===== config.mk =====
export PLATFORM = sky130hd
export DESIGN_NAME = uu_style_line_decoder_unit
export DESIGN_NICKNAME = d
export VERILOG_FILES = /design/src/hw/rtl/uudec_pkg.sv /design/src/hw/rtl/uu_style_line_decoder_unit.sv
export SDC_FILE = /design/constraint.sdc
export NUM_CORES = 1
export LEC_CHECK = 0
export BUFFER_PORTS_ARGS = -buffer_cell sky130_fd_sc_hd__buf_4
export CAP_MARGIN = 20
export CORE_AREA = 2 2 154 156
export CTS_CLUSTER_SIZE = 12
export DETAILED_ROUTE_END_ITERATION = 10
export DIE_AREA = 0 0 156 158
export GPL_TIMING_DRIVEN = 0
export HOLD_SLACK_MARGIN = 0.03
export MAX_ROUTING_LAYER = met4
export PLACE_DENSITY_LB_ADDON = 0.08
export SLEW_MARGIN = 20
export SYNTH_ARGS = -nofsm -noshare
export SYNTH_HDL_FRONTEND = slang
export SYNTH_SLANG_ARGS = --single-unit

===== constraint.sdc =====
create_clock -name clk -period 2.7 [get_ports clk]
set_input_delay 0.54 -clock clk [delete_from_list [all_inputs] [get_ports clk]]
set_output_delay 0.54 -clock clk [all_outputs]
set_load 0.05 [all_outputs]

===== src/hw/rtl/uudec_pkg.sv =====
`default_nettype none
// ----------------------------------------------------------------------------
// uudec_pkg
// Shared types and constants for the uu-style line decoder.
// ----------------------------------------------------------------------------
package uudec_pkg;

	// result queue geometry
	localparam int unsigned Q_DEPTH = 8;
	localparam int unsigned Q_PTR_W = $clog2(Q_DEPTH);
	localparam int unsigned Q_CNT_W = $clog2(Q_DEPTH + 1);

	// most results one character can cause
	localparam int unsigned MAX_RES = 3;

	// character codes and offset values
	localparam logic [6:0] CH_NEWLINE = 7'd10;
	localparam logic [6:0] CH_OFFSET  = 7'd64;
	localparam logic [6:0] LEN_E      = 7'd37;  // 'e' - 64
	localparam logic [5:0] SX_N       = 6'd46;  // 'n' - 64
	localparam logic [5:0] SX_D       = 6'd36;  // 'd' - 64

	typedef struct packed {
		logic [7:0] byte_out;
		logic       line_last;
		logic       end_marker;
		logic       run_last;
	} uudec_res_t;

endpackage : uudec_pkg
`default_nettype wire


===== src/hw/rtl/uu_style_line_decoder_unit.sv =====
`default_nettype none
// ----------------------------------------------------------------------------
// uu_style_line_decoder_unit
// Decodes a uu-style text stream, one 7-bit character per item, into bytes
// with line and end flags.
// ----------------------------------------------------------------------------
//  channel | handshake           | payload
//  --------+---------------------+-------------------------------------------
//  in      | in_valid, in_ready  | char_in[6:0]
//  out     | out_valid, out_ready| byte_out[7:0], line_last, end_marker,
//          |                     | run_last
//
//  One character is accepted per cycle while in_ready is high. An accepted
//  character sits in the stage-1 register and is decoded there, pushing
//  0 to 3 results into an 8-entry result queue; results leave the queue
//  on out one per cycle while out_ready is high.
//  in_ready drops only while stage 1 holds a character and the queue has
//  fewer than three free entries.
//  Reset (arst_n low) returns to header skipping and empties the queue.
// ----------------------------------------------------------------------------
module uu_style_line_decoder_unit
	import uudec_pkg::*;
(
	input  wire logic       clk,
	input  wire logic       arst_n,
	input  wire logic       in_valid,
	output logic            in_ready,
	input  wire logic [6:0] char_in,
	output logic            out_valid,
	input  wire logic       out_ready,
	output logic [7:0]      byte_out,
	output logic            line_last,
	output logic            end_marker,
	output logic            run_last
);

	typedef enum logic [1:0] {
		PH_HEADER,
		PH_LENGTH,
		PH_GROUPS,
		PH_DONE
	} phase_t;

	// stage 1
	logic       valid_s1;
	logic [6:0] char_s1;

	// decoder state
	phase_t     phase_q,       phase_d;
	logic [6:0] bytes_left_q,  bytes_left_d;
	logic [1:0] char_index_q,  char_index_d;
	logic [5:0] held_q [3];
	logic [5:0] held_d [3];
	logic       first_group_q, first_group_d;
	logic       length_is_e_q, length_is_e_d;

	// result queue
	uudec_res_t           queue_q [Q_DEPTH];
	logic [Q_PTR_W-1:0]   wr_ptr_q, rd_ptr_q;
	logic [Q_CNT_W-1:0]   count_q;
	logic [Q_PTR_W-1:0]   wr_idx [MAX_RES];

	logic       advance;
	logic       pop;
	logic [1:0] push_n;
	uudec_res_t res [MAX_RES];

	logic [6:0] len_val;
	logic [5:0] sextet;
	logic [1:0] take;
	logic [7:0] grp_byte [MAX_RES];

	assign advance  = valid_s1 && (count_q <= Q_CNT_W'(Q_DEPTH - MAX_RES));
	assign in_ready = !valid_s1 || advance;
	assign pop      = out_valid && out_ready;

	assign out_valid  = (count_q != '0);
	assign byte_out   = queue_q[rd_ptr_q].byte_out;
	assign line_last  = queue_q[rd_ptr_q].line_last;
	assign end_marker = queue_q[rd_ptr_q].end_marker;
	assign run_last   = queue_q[rd_ptr_q].run_last;

	assign len_val = (char_s1 > CH_OFFSET) ? (char_s1 - CH_OFFSET) : char_s1;
	assign sextet  = char_s1[5:0];  // drop 64 when set
	assign take    = (bytes_left_q < 7'd3) ? bytes_left_q[1:0] : 2'd3;

	assign grp_byte[0] = {held_q[0], held_q[1][5:4]};
	assign grp_byte[1] = {held_q[1][3:0], held_q[2][5:2]};
	assign grp_byte[2] = {held_q[2][1:0], sextet};

	always_comb begin
		phase_d       = phase_q;
		bytes_left_d  = bytes_left_q;
		char_index_d  = char_index_q;
		first_group_d = first_group_q;
		length_is_e_d = length_is_e_q;
		for (int i = 0; i < MAX_RES; i++) begin
			held_d[i] = held_q[i];
			res[i]    = '0;
		end
		push_n = 2'd0;

		case (phase_q)
			PH_HEADER: begin
				if (char_s1 == CH_NEWLINE) begin
					phase_d = PH_LENGTH;
				end
			end
			PH_LENGTH: begin
				if (char_s1 == CH_NEWLINE && char_index_q == 2'd0) begin
					char_index_d = 2'd1;
				end else begin
					char_index_d = 2'd0;
					if (len_val != 7'd0) begin
						bytes_left_d  = len_val;
						length_is_e_d = (len_val == LEN_E);
						first_group_d = 1'b1;
						phase_d       = PH_GROUPS;
					end
				end
			end
			PH_GROUPS: begin
				if (char_index_q != 2'd3) begin
					if (char_index_q == 2'd1 && first_group_q && length_is_e_q &&
					    held_q[0] == SX_N && sextet == SX_D) begin
						phase_d           = PH_DONE;
						res[0].end_marker = 1'b1;
						res[0].run_last   = 1'b1;
						push_n            = 2'd1;
					end else begin
						held_d[char_index_q] = sextet;
						char_index_d         = char_index_q + 2'd1;
					end
				end else begin
					char_index_d  = 2'd0;
					first_group_d = 1'b0;
					bytes_left_d  = bytes_left_q - {5'd0, take};
					push_n        = take;
					for (int k = 0; k < MAX_RES; k++) begin
						res[k].byte_out  = grp_byte[k];
						res[k].run_last  = (2'(k) == take - 2'd1);
						res[k].line_last = (2'(k) == take - 2'd1) && (bytes_left_d == 7'd0);
					end
					if (bytes_left_d == 7'd0) begin
						phase_d = PH_LENGTH;
					end
				end
			end
			PH_DONE: begin
				// ignore everything after the end line
			end
			default: begin
				phase_d = PH_DONE;
			end
		endcase
	end

	always_comb begin
		for (int k = 0; k < MAX_RES; k++) begin
			wr_idx[k] = wr_ptr_q + Q_PTR_W'(k);
		end
	end

	always_ff @(posedge clk or negedge arst_n) begin
		if (!arst_n) begin
			valid_s1      <= 1'b0;
			phase_q       <= PH_HEADER;
			bytes_left_q  <= '0;
			char_index_q  <= '0;
			first_group_q <= 1'b0;
			length_is_e_q <= 1'b0;
			for (int i = 0; i < MAX_RES; i++) begin
				held_q[i] <= '0;
			end
			wr_ptr_q      <= '0;
			rd_ptr_q      <= '0;
			count_q       <= '0;
		end else begin
			if (in_ready) begin
				valid_s1 <= in_valid;
			end
			if (advance) begin
				phase_q       <= phase_d;
				bytes_left_q  <= bytes_left_d;
				char_index_q  <= char_index_d;
				first_group_q <= first_group_d;
				length_is_e_q <= length_is_e_d;
				for (int i = 0; i < MAX_RES; i++) begin
					held_q[i] <= held_d[i];
				end
				wr_ptr_q <= wr_ptr_q + Q_PTR_W'(push_n);
			end
			if (pop) begin
				rd_ptr_q <= rd_ptr_q + Q_PTR_W'(1);
			end
			count_q <= count_q + (advance ? Q_CNT_W'(push_n) : '0)
			           - Q_CNT_W'(pop);
		end
	end

	// payload: char and queue entries need no reset
	always_ff @(posedge clk) begin
		if (in_ready && in_valid) begin
			char_s1 <= char_in;
		end
		if (advance) begin
			for (int k = 0; k < MAX_RES; k++) begin
				if (2'(k) < push_n) begin
					queue_q[wr_idx[k]] <= res[k];
				end
			end
		end
	end

	// queue never overfills
	assert property (@(posedge clk) disable iff (!arst_n)
		count_q <= Q_CNT_W'(Q_DEPTH))
		else $error("result queue count above depth");

	// nothing is pushed once the end line was seen
	assert property (@(posedge clk) disable iff (!arst_n)
		(phase_q == PH_DONE) |-> (!advance || push_n == 2'd0))
		else $error("result pushed after end line");

	// an end result always moves the decoder to its final phase
	assert property (@(posedge clk) disable iff (!arst_n)
		(advance && push_n != 2'd0 && res[0].end_marker) |=> (phase_q == PH_DONE))
		else $error("end result without final phase");

endmodule : uu_style_line_decoder_unit
`default_nettype wire

# [Yosys cells after proc, flatten, opt, wreduce, memory -nomap -nowiden]
# Memory sizes are Yosys's and may differ from the RTL's.
# Index checks and enable logic that the tools add are counted.
[totals] word_cells=126 memories=1 latch_bits=0 romBits=0 register_bits=49 mem_bits_rw=88
[op_classes] n_addsub=10 reduce_logical=27 eq_ne=17 mux=47 shifts=0 div_mod_pow=0 mul=0 bitwise=3 magnitude_cmp=8
[mem_list] memory="queue_q" depth=8 word_bits=11 rd=1 rd_clocked_by_memory_dff=0 write_ports=3 line_no="uu_style_line_decoder_unit.sv:58" text="uudec_res_t queue_q [Q_DEPTH];"
[ops] cell="two-way mux 7 bit" n=4
[ops] cell="two-way mux 2 bit" n=13
[ops] cell="two-way mux 10 bit" n=2
[ops] cell="two-way mux 20 bit" n=1
[ops] cell="bitwise mux 18 bit" n=1
[ops] cell="two-way mux 1 bit" n=18
[ops] cell="two-way mux 9 bit" n=2
[ops] cell="case mux 7 bit (2 select lines)" n=1
[ops] cell="demux 6 bit (select 2 bit)" n=1
[ops] cell="equality test 6 bit (second input constant)" n=2
[ops] cell="logical AND 1 bit" n=12
[ops] cell="!= test 2 bit (second input constant)" n=5
[ops] cell="!= test 3 bit (second input constant)" n=3
[ops] cell="AND reduction 4 bit" n=2
[ops] cell="equality test 7 x 4 -> 1 bit (second input constant)" n=1
[ops] cell="equality test 7 x 6 -> 1 bit (second input constant)" n=1
[ops] cell="greater-than comparator 7 bit (second input constant)" n=1
[ops] cell="zero test 7 bit" n=1
[ops] cell="< comparator 7 x 2 -> 1 bit (second input constant)" n=1
[ops] cell="AND reduction 7 bit" n=1
[ops] cell="nonzero test 7 bit" n=1
[ops] cell="subtractor 7 x 2 -> 7 bit" n=1
[ops] cell="subtractor 7 bit (second input constant)" n=1
[ops] cell="adder 3 x 1 -> 3 bit (second input constant)" n=2
[ops] cell="other kinds (29)" n=34

# [Logic depth before layout (Yosys ltp)]
[depth] word_depth=12 depth_mapped=13 depth_no_buf=13

# [Worst setup path before layout]
# Ideal clock, no wire load.
[synth_path] kind="register to register" from="register char_index_q[1]" to="register count_q[3]" required_time_ns=2.621 setup_time_ns=0.079 t_arrival_ns=2.863 stages_incl_launch_ff=14 path_slack_ns=-0.242 n_path_buf=3 period_less_slack_ns=2.942 cell_sequence="dfrtp_1 -> ha_1 -> clkbuf_1 -> and2_1 -> buf_2 -> clkbuf_1 -> o21ai_0 -> or2_2 -> ha_1 -> inv_1 -> ha_1 -> a21o_1 -> a21oi_1 -> xor2_1"
[synth_between] elab_chain_cells=11 elab_cells_between_ends=12 classes_between="2 x add/sub; 2 x eq/ne; 4 x mux; 4 x reduce/logical"
[synth_rtl] element="start: declaration" line_no="uu_style_line_decoder_unit.sv:51" text="logic [1:0] char_index_q, char_index_d;"
[synth_rtl] element="start signal: assignment" line_no="uu_style_line_decoder_unit.sv:185" text="char_index_q <= char_index_d;"
[synth_rtl] element="equality test 2 x 1 -> 1 bit" line_no="uu_style_line_decoder_unit.sv:124" text="if (char_index_q == 2'd1 && first_group_q && length_is_e_q &&"
[synth_rtl] element="logical AND 1 bit (3 in a row)" line_no="uu_style_line_decoder_unit.sv:124"
[synth_rtl] element="logical AND 1 bit" line_no="uu_style_line_decoder_unit.sv:125" text="held_q[0] == SX_N && sextet == SX_D) begin"
[synth_rtl] element="two-way mux 1 bit" line_no="uu_style_line_decoder_unit.sv:124"
[synth_rtl] element="two-way mux 2 bit (*)" line_no="uu_style_line_decoder_unit.sv:123" text="if (char_index_q != 2'd3) begin"
[synth_rtl] element="two-way mux 2 bit (*)" line_no="uu_style_line_decoder_unit.sv:103" text="case (phase_q)"
[synth_rtl] element="two-way mux 2 bit (*)" line_no="uu_style_line_decoder_unit.sv:196" text="count_q <= count_q + (advance ? Q_CNT_W'(push_n) : '0)"
[synth_rtl] element="adder 4 x 2 -> 4 bit (*)" line_no="uu_style_line_decoder_unit.sv:196"
[synth_rtl] element="subtractor 4 x 1 -> 4 bit (*)" line_no="uu_style_line_decoder_unit.sv:197" text="- Q_CNT_W'(pop);"
[synth_rtl] element="end signal: assignment" line_no="uu_style_line_decoder_unit.sv:196"
[synth_rtl] element="end: declaration" line_no="uu_style_line_decoder_unit.sv:60" text="logic [Q_CNT_W-1:0] count_q;"
# Mark *: on every way between the ends. The rest lies on a longest branch, timed or not.
# A chain may end at the register's enable or synchronous reset.

# [Worst setup path in the final report]
[layout_path] from="register bytes_left_q[3]" to="register count_q[1]"
[layout_between] elab_chain_cells=7
[layout_rtl] element="start: declaration" line_no="uu_style_line_decoder_unit.sv:50" text="logic [6:0] bytes_left_q, bytes_left_d;"
[layout_rtl] element="start signal: assignment" line_no="uu_style_line_decoder_unit.sv:184" text="bytes_left_q <= bytes_left_d;"
[layout_rtl] element="< comparator 7 x 2 -> 1 bit" line_no="uu_style_line_decoder_unit.sv:85" text="assign take = (bytes_left_q < 7'd3) ? bytes_left_q[1:0] : 2'd3;"
[layout_rtl] element="two-way mux 2 bit" line_no="uu_style_line_decoder_unit.sv:85"
[layout_rtl] element="two-way mux 2 bit" line_no="uu_style_line_decoder_unit.sv:123"
[layout_rtl] element="two-way mux 2 bit" line_no="uu_style_line_decoder_unit.sv:103"
[layout_rtl] element="two-way mux 2 bit" line_no="uu_style_line_decoder_unit.sv:196"
[layout_rtl] element="adder 4 x 2 -> 4 bit" line_no="uu_style_line_decoder_unit.sv:196"
[layout_rtl] element="subtractor 4 x 1 -> 4 bit" line_no="uu_style_line_decoder_unit.sv:197"
# Every way passes these cells.

==> impl_metrics.tcl <==
set metrics [dict create \
    grt_max_degree 43 \
    setup_slack_ps -80.0 \
    yosysSeqAreaShare_pct 47.9 \
    finalCritPeriodShare_pct 103 \
    hold_path.class "primary input to async pin" \
    dp.cells 1041 \
    grt_pass1_vias 6728 \
    die_h_um 158 \
    die_w_um 156 \
    final_area_mm2 0.0100 \
    synth_edf_count 87 \
    port_buffers 23 \
    die_area_mm2 0.0246 \
    regToRegSetupSlack_ps -80 \
    final_core_util_pct 43.6 \
    crit_start "bytes_left_q[3]" \
    maxSlewViolCount 0 \
    antenna_found_initial 0 \
    dr.pass1.iters 5 \
    routed-via-count 6542 \
    numClockSinks 137 \
    cts_htree_levels 4 \
    postRouteWirelength_um 28500 \
    synthCells 727 \
    gr-total-overflow 0 \
    arrival_ps 3110 \
    cts.path.max_buffers 2 \
    cp-end-kind "flop" \
    cts_tree "yes" \
    dp_slack_ps -1260 \
    fillCellCount 2166 \
    fin_nets 838 \
    max-slew-margin-rel_pct 43.3 \
    whs_ps 117 \
    placed_area_mm2 0.00854 \
    insertedDiodeCount 0 \
    insertion_delay_ps 430 \
    drtIter0Drc 519 \
    tightest_slew_ps 847 \
    r2r_cells 12 \
    skew_ps 12.6 \
    vias_per_cell 5.90 \
    path_class "flop to flop" \
    leakage_nw 3.78 \
    core_area_mm2 0.0231 \
    cp_max_fo 4 \
    ir_worst_vdd_uv 496 \
    grt_pass1_wl_um 43000 \
    synth_seq_cells 137 \
    final-setup-viol-count 39 \
    root_buffer "clkbuf_16" \
    io_pins 24 \
    syn_nets 760 \
    ys.flop_type "edfxtp_1" \
    routedWlPerCell_um 25.7 \
    synth_area_per_cell_um2 11.0 \
    drcViolationCount 0 \
    power.total_mw 9.09 \
    status "complete, but fails checks" \
    r2r-end "count_q[1]" \
    ys.warnings.count 0 \
    place.gp.congestion 0.952 \
    dp_hpwl_um 21100 \
    final.setup.tns_ps -1620 \
    core.rowCount 56 \
    violations "setup timing" \
    fmax_mhz 360 \
    rsz0062_at_grt "yes" \
    track_usage_pct 24.5 \
    power.density_mw_per_mm2 905 \
    hold_buffers 0 \
    maxCapViolations 0 \
    area_delta_synth_final_pct 26.0 \
    start_kind "flop" \
    syn_area_mm2 0.00798 \
    async_reset_ff_share_pct 30.7 \
    hold_violations 0 \
    ys_types 68 \
    clkTransAtPathRegs_ps 70 \
    crit_required_ps 3030 \
    fin_crit_ps 2780 \
    ant_nets 0 \
    start_util_pct 34.6 \
    instances_no_fill 1108 \
    r2r_start "bytes_left_q[3]" \
    drive_gt1_share_pct 33.1 \
    numCtsBuffers 17 \
]
[logic make-up (layout without fill, tap and decap cells)]
kind of cell / count (synthesis) / after routing / share of synthesized area (%)
AOI/OAI and AO/OA: 172 / 172 / 16.5
xor gates and xnor gates: 8 / 8 / 0.878
adders and majority gates: 22 / 22 / 3.64
buffers and inverters: 80 / 171 / 4.27
DFF: 137 / 137 / 47.9
muxes: 64 / 64 / 12.0
and+or+nand+nor: 244 / 244 / 14.9
[cells in the final DEF, fill, tap and decap left out, drive strengths merged, types with 23 or more instances in the layout]
cell    Yosys  layout
a21oi      23      23
buf        21      87
clkbuf     33      45
dfrtp      42      42
edfxtp     87      87
inv        26      29
mux2       30      30
nand2     113     113
nand3      23      23
nor2       32      32
o21ai      33      33
o221ai     46      46
[registers in the layout (all words and copies together), names as in the netlist, 2 cells and up]
name          flops
grp_byte         18
bytes_left_q      7
char_s1           7
phase_q           2
queue_q          88
char_index_q      2
count_q           4
wr_ptr_q          3
rd_ptr_q          3
[report_power, final]
group	total, mW	switching, mW	internal [mW]
Combinational	3.95	2.26	1.69
Sequential	2.81	0.316	2.50
Clock	2.33	1.00	1.33
[synthesized netlist by cell type, drive strengths merged, types with 7 or more instances]
cell	count	area (um2)
nand2	113	427
edfxtp	87	2610
o221ai	46	403
dfrtp	42	1050
clkbuf	33	124
o21ai	33	165
nor2	32	120
mux2	30	338
inv	26	97.6
a21oi	23	115
nand3	23	115
mux4	22	495
buf	21	119
ha	20	250
and3	16	100
a32oi	15	131
mux2i	12	120
nor3	10	61.3
or2	9	56.3
a221oi	8	70.1
dfxtp	8	160
nand4	8	50.1
a2bb2oi	7	61.3
[metal layers]
| metal | up-vias | wire length, um | part of all wire [%] | GRT usage, % |
|---|---|---|---|---|
| met5 | - | 0 | 0 | - |
| met4 | 0 | 870 | 3.1 | 9.13 |
| met1 | 3279 | 12700 | 45 | 32.0 |
| met2 | 236 | 13600 | 48 | 39.5 |
| li1 | 2970 | - | - | - |
| met3 | 57 | 1240 | 4.4 | 3.09 |
[worst max-delay path by stage]
stage,end,slack (ps),cells after the start
after floorplan,count_q[3],-20,13
after global placement,queue_q[6][0],-1280,8
after detailed placement,queue_q[6][0],-1260,8
after CTS,queue_q[0][2],-110,11
after global routing,count_q[1],-160,12
final,count_q[1],-80,12
[timing repair]
action                     4_1_cts  5_1_grt
setup endpoints to repair      183      134
gates resized for setup        109       47
setup buffers                   29       13
pin swaps                       18       18
cloned                           0        0
[worst max-delay path, stage by stage (launching register included)]
cell,delay (ps)
dfrtp_1,400
or4_4,600
buf_6,160
buf_6,110
nor3_4,220
o21bai_4,100
nand2_2,90
ha_4,200
inv_2,60
ha_4,140
inv_4,30
fa_2,530
inv_2,30
[cell type report]
cell class	instances	area (um2)	share of cell area (%)
Sequential cell	137	3830	38.1
Timing Repair Buffer	65	549	5.47
Inverter	26	100	0.996
Tap cell	290	363	3.61
Clock inverter	13	119	1.18
Clock buffer	19	454	4.52
Multi-Input combinational cell	510	4350	43.3
Buffer	48	288	2.86
No activity file was read; power rests on OpenSTA's default activity.
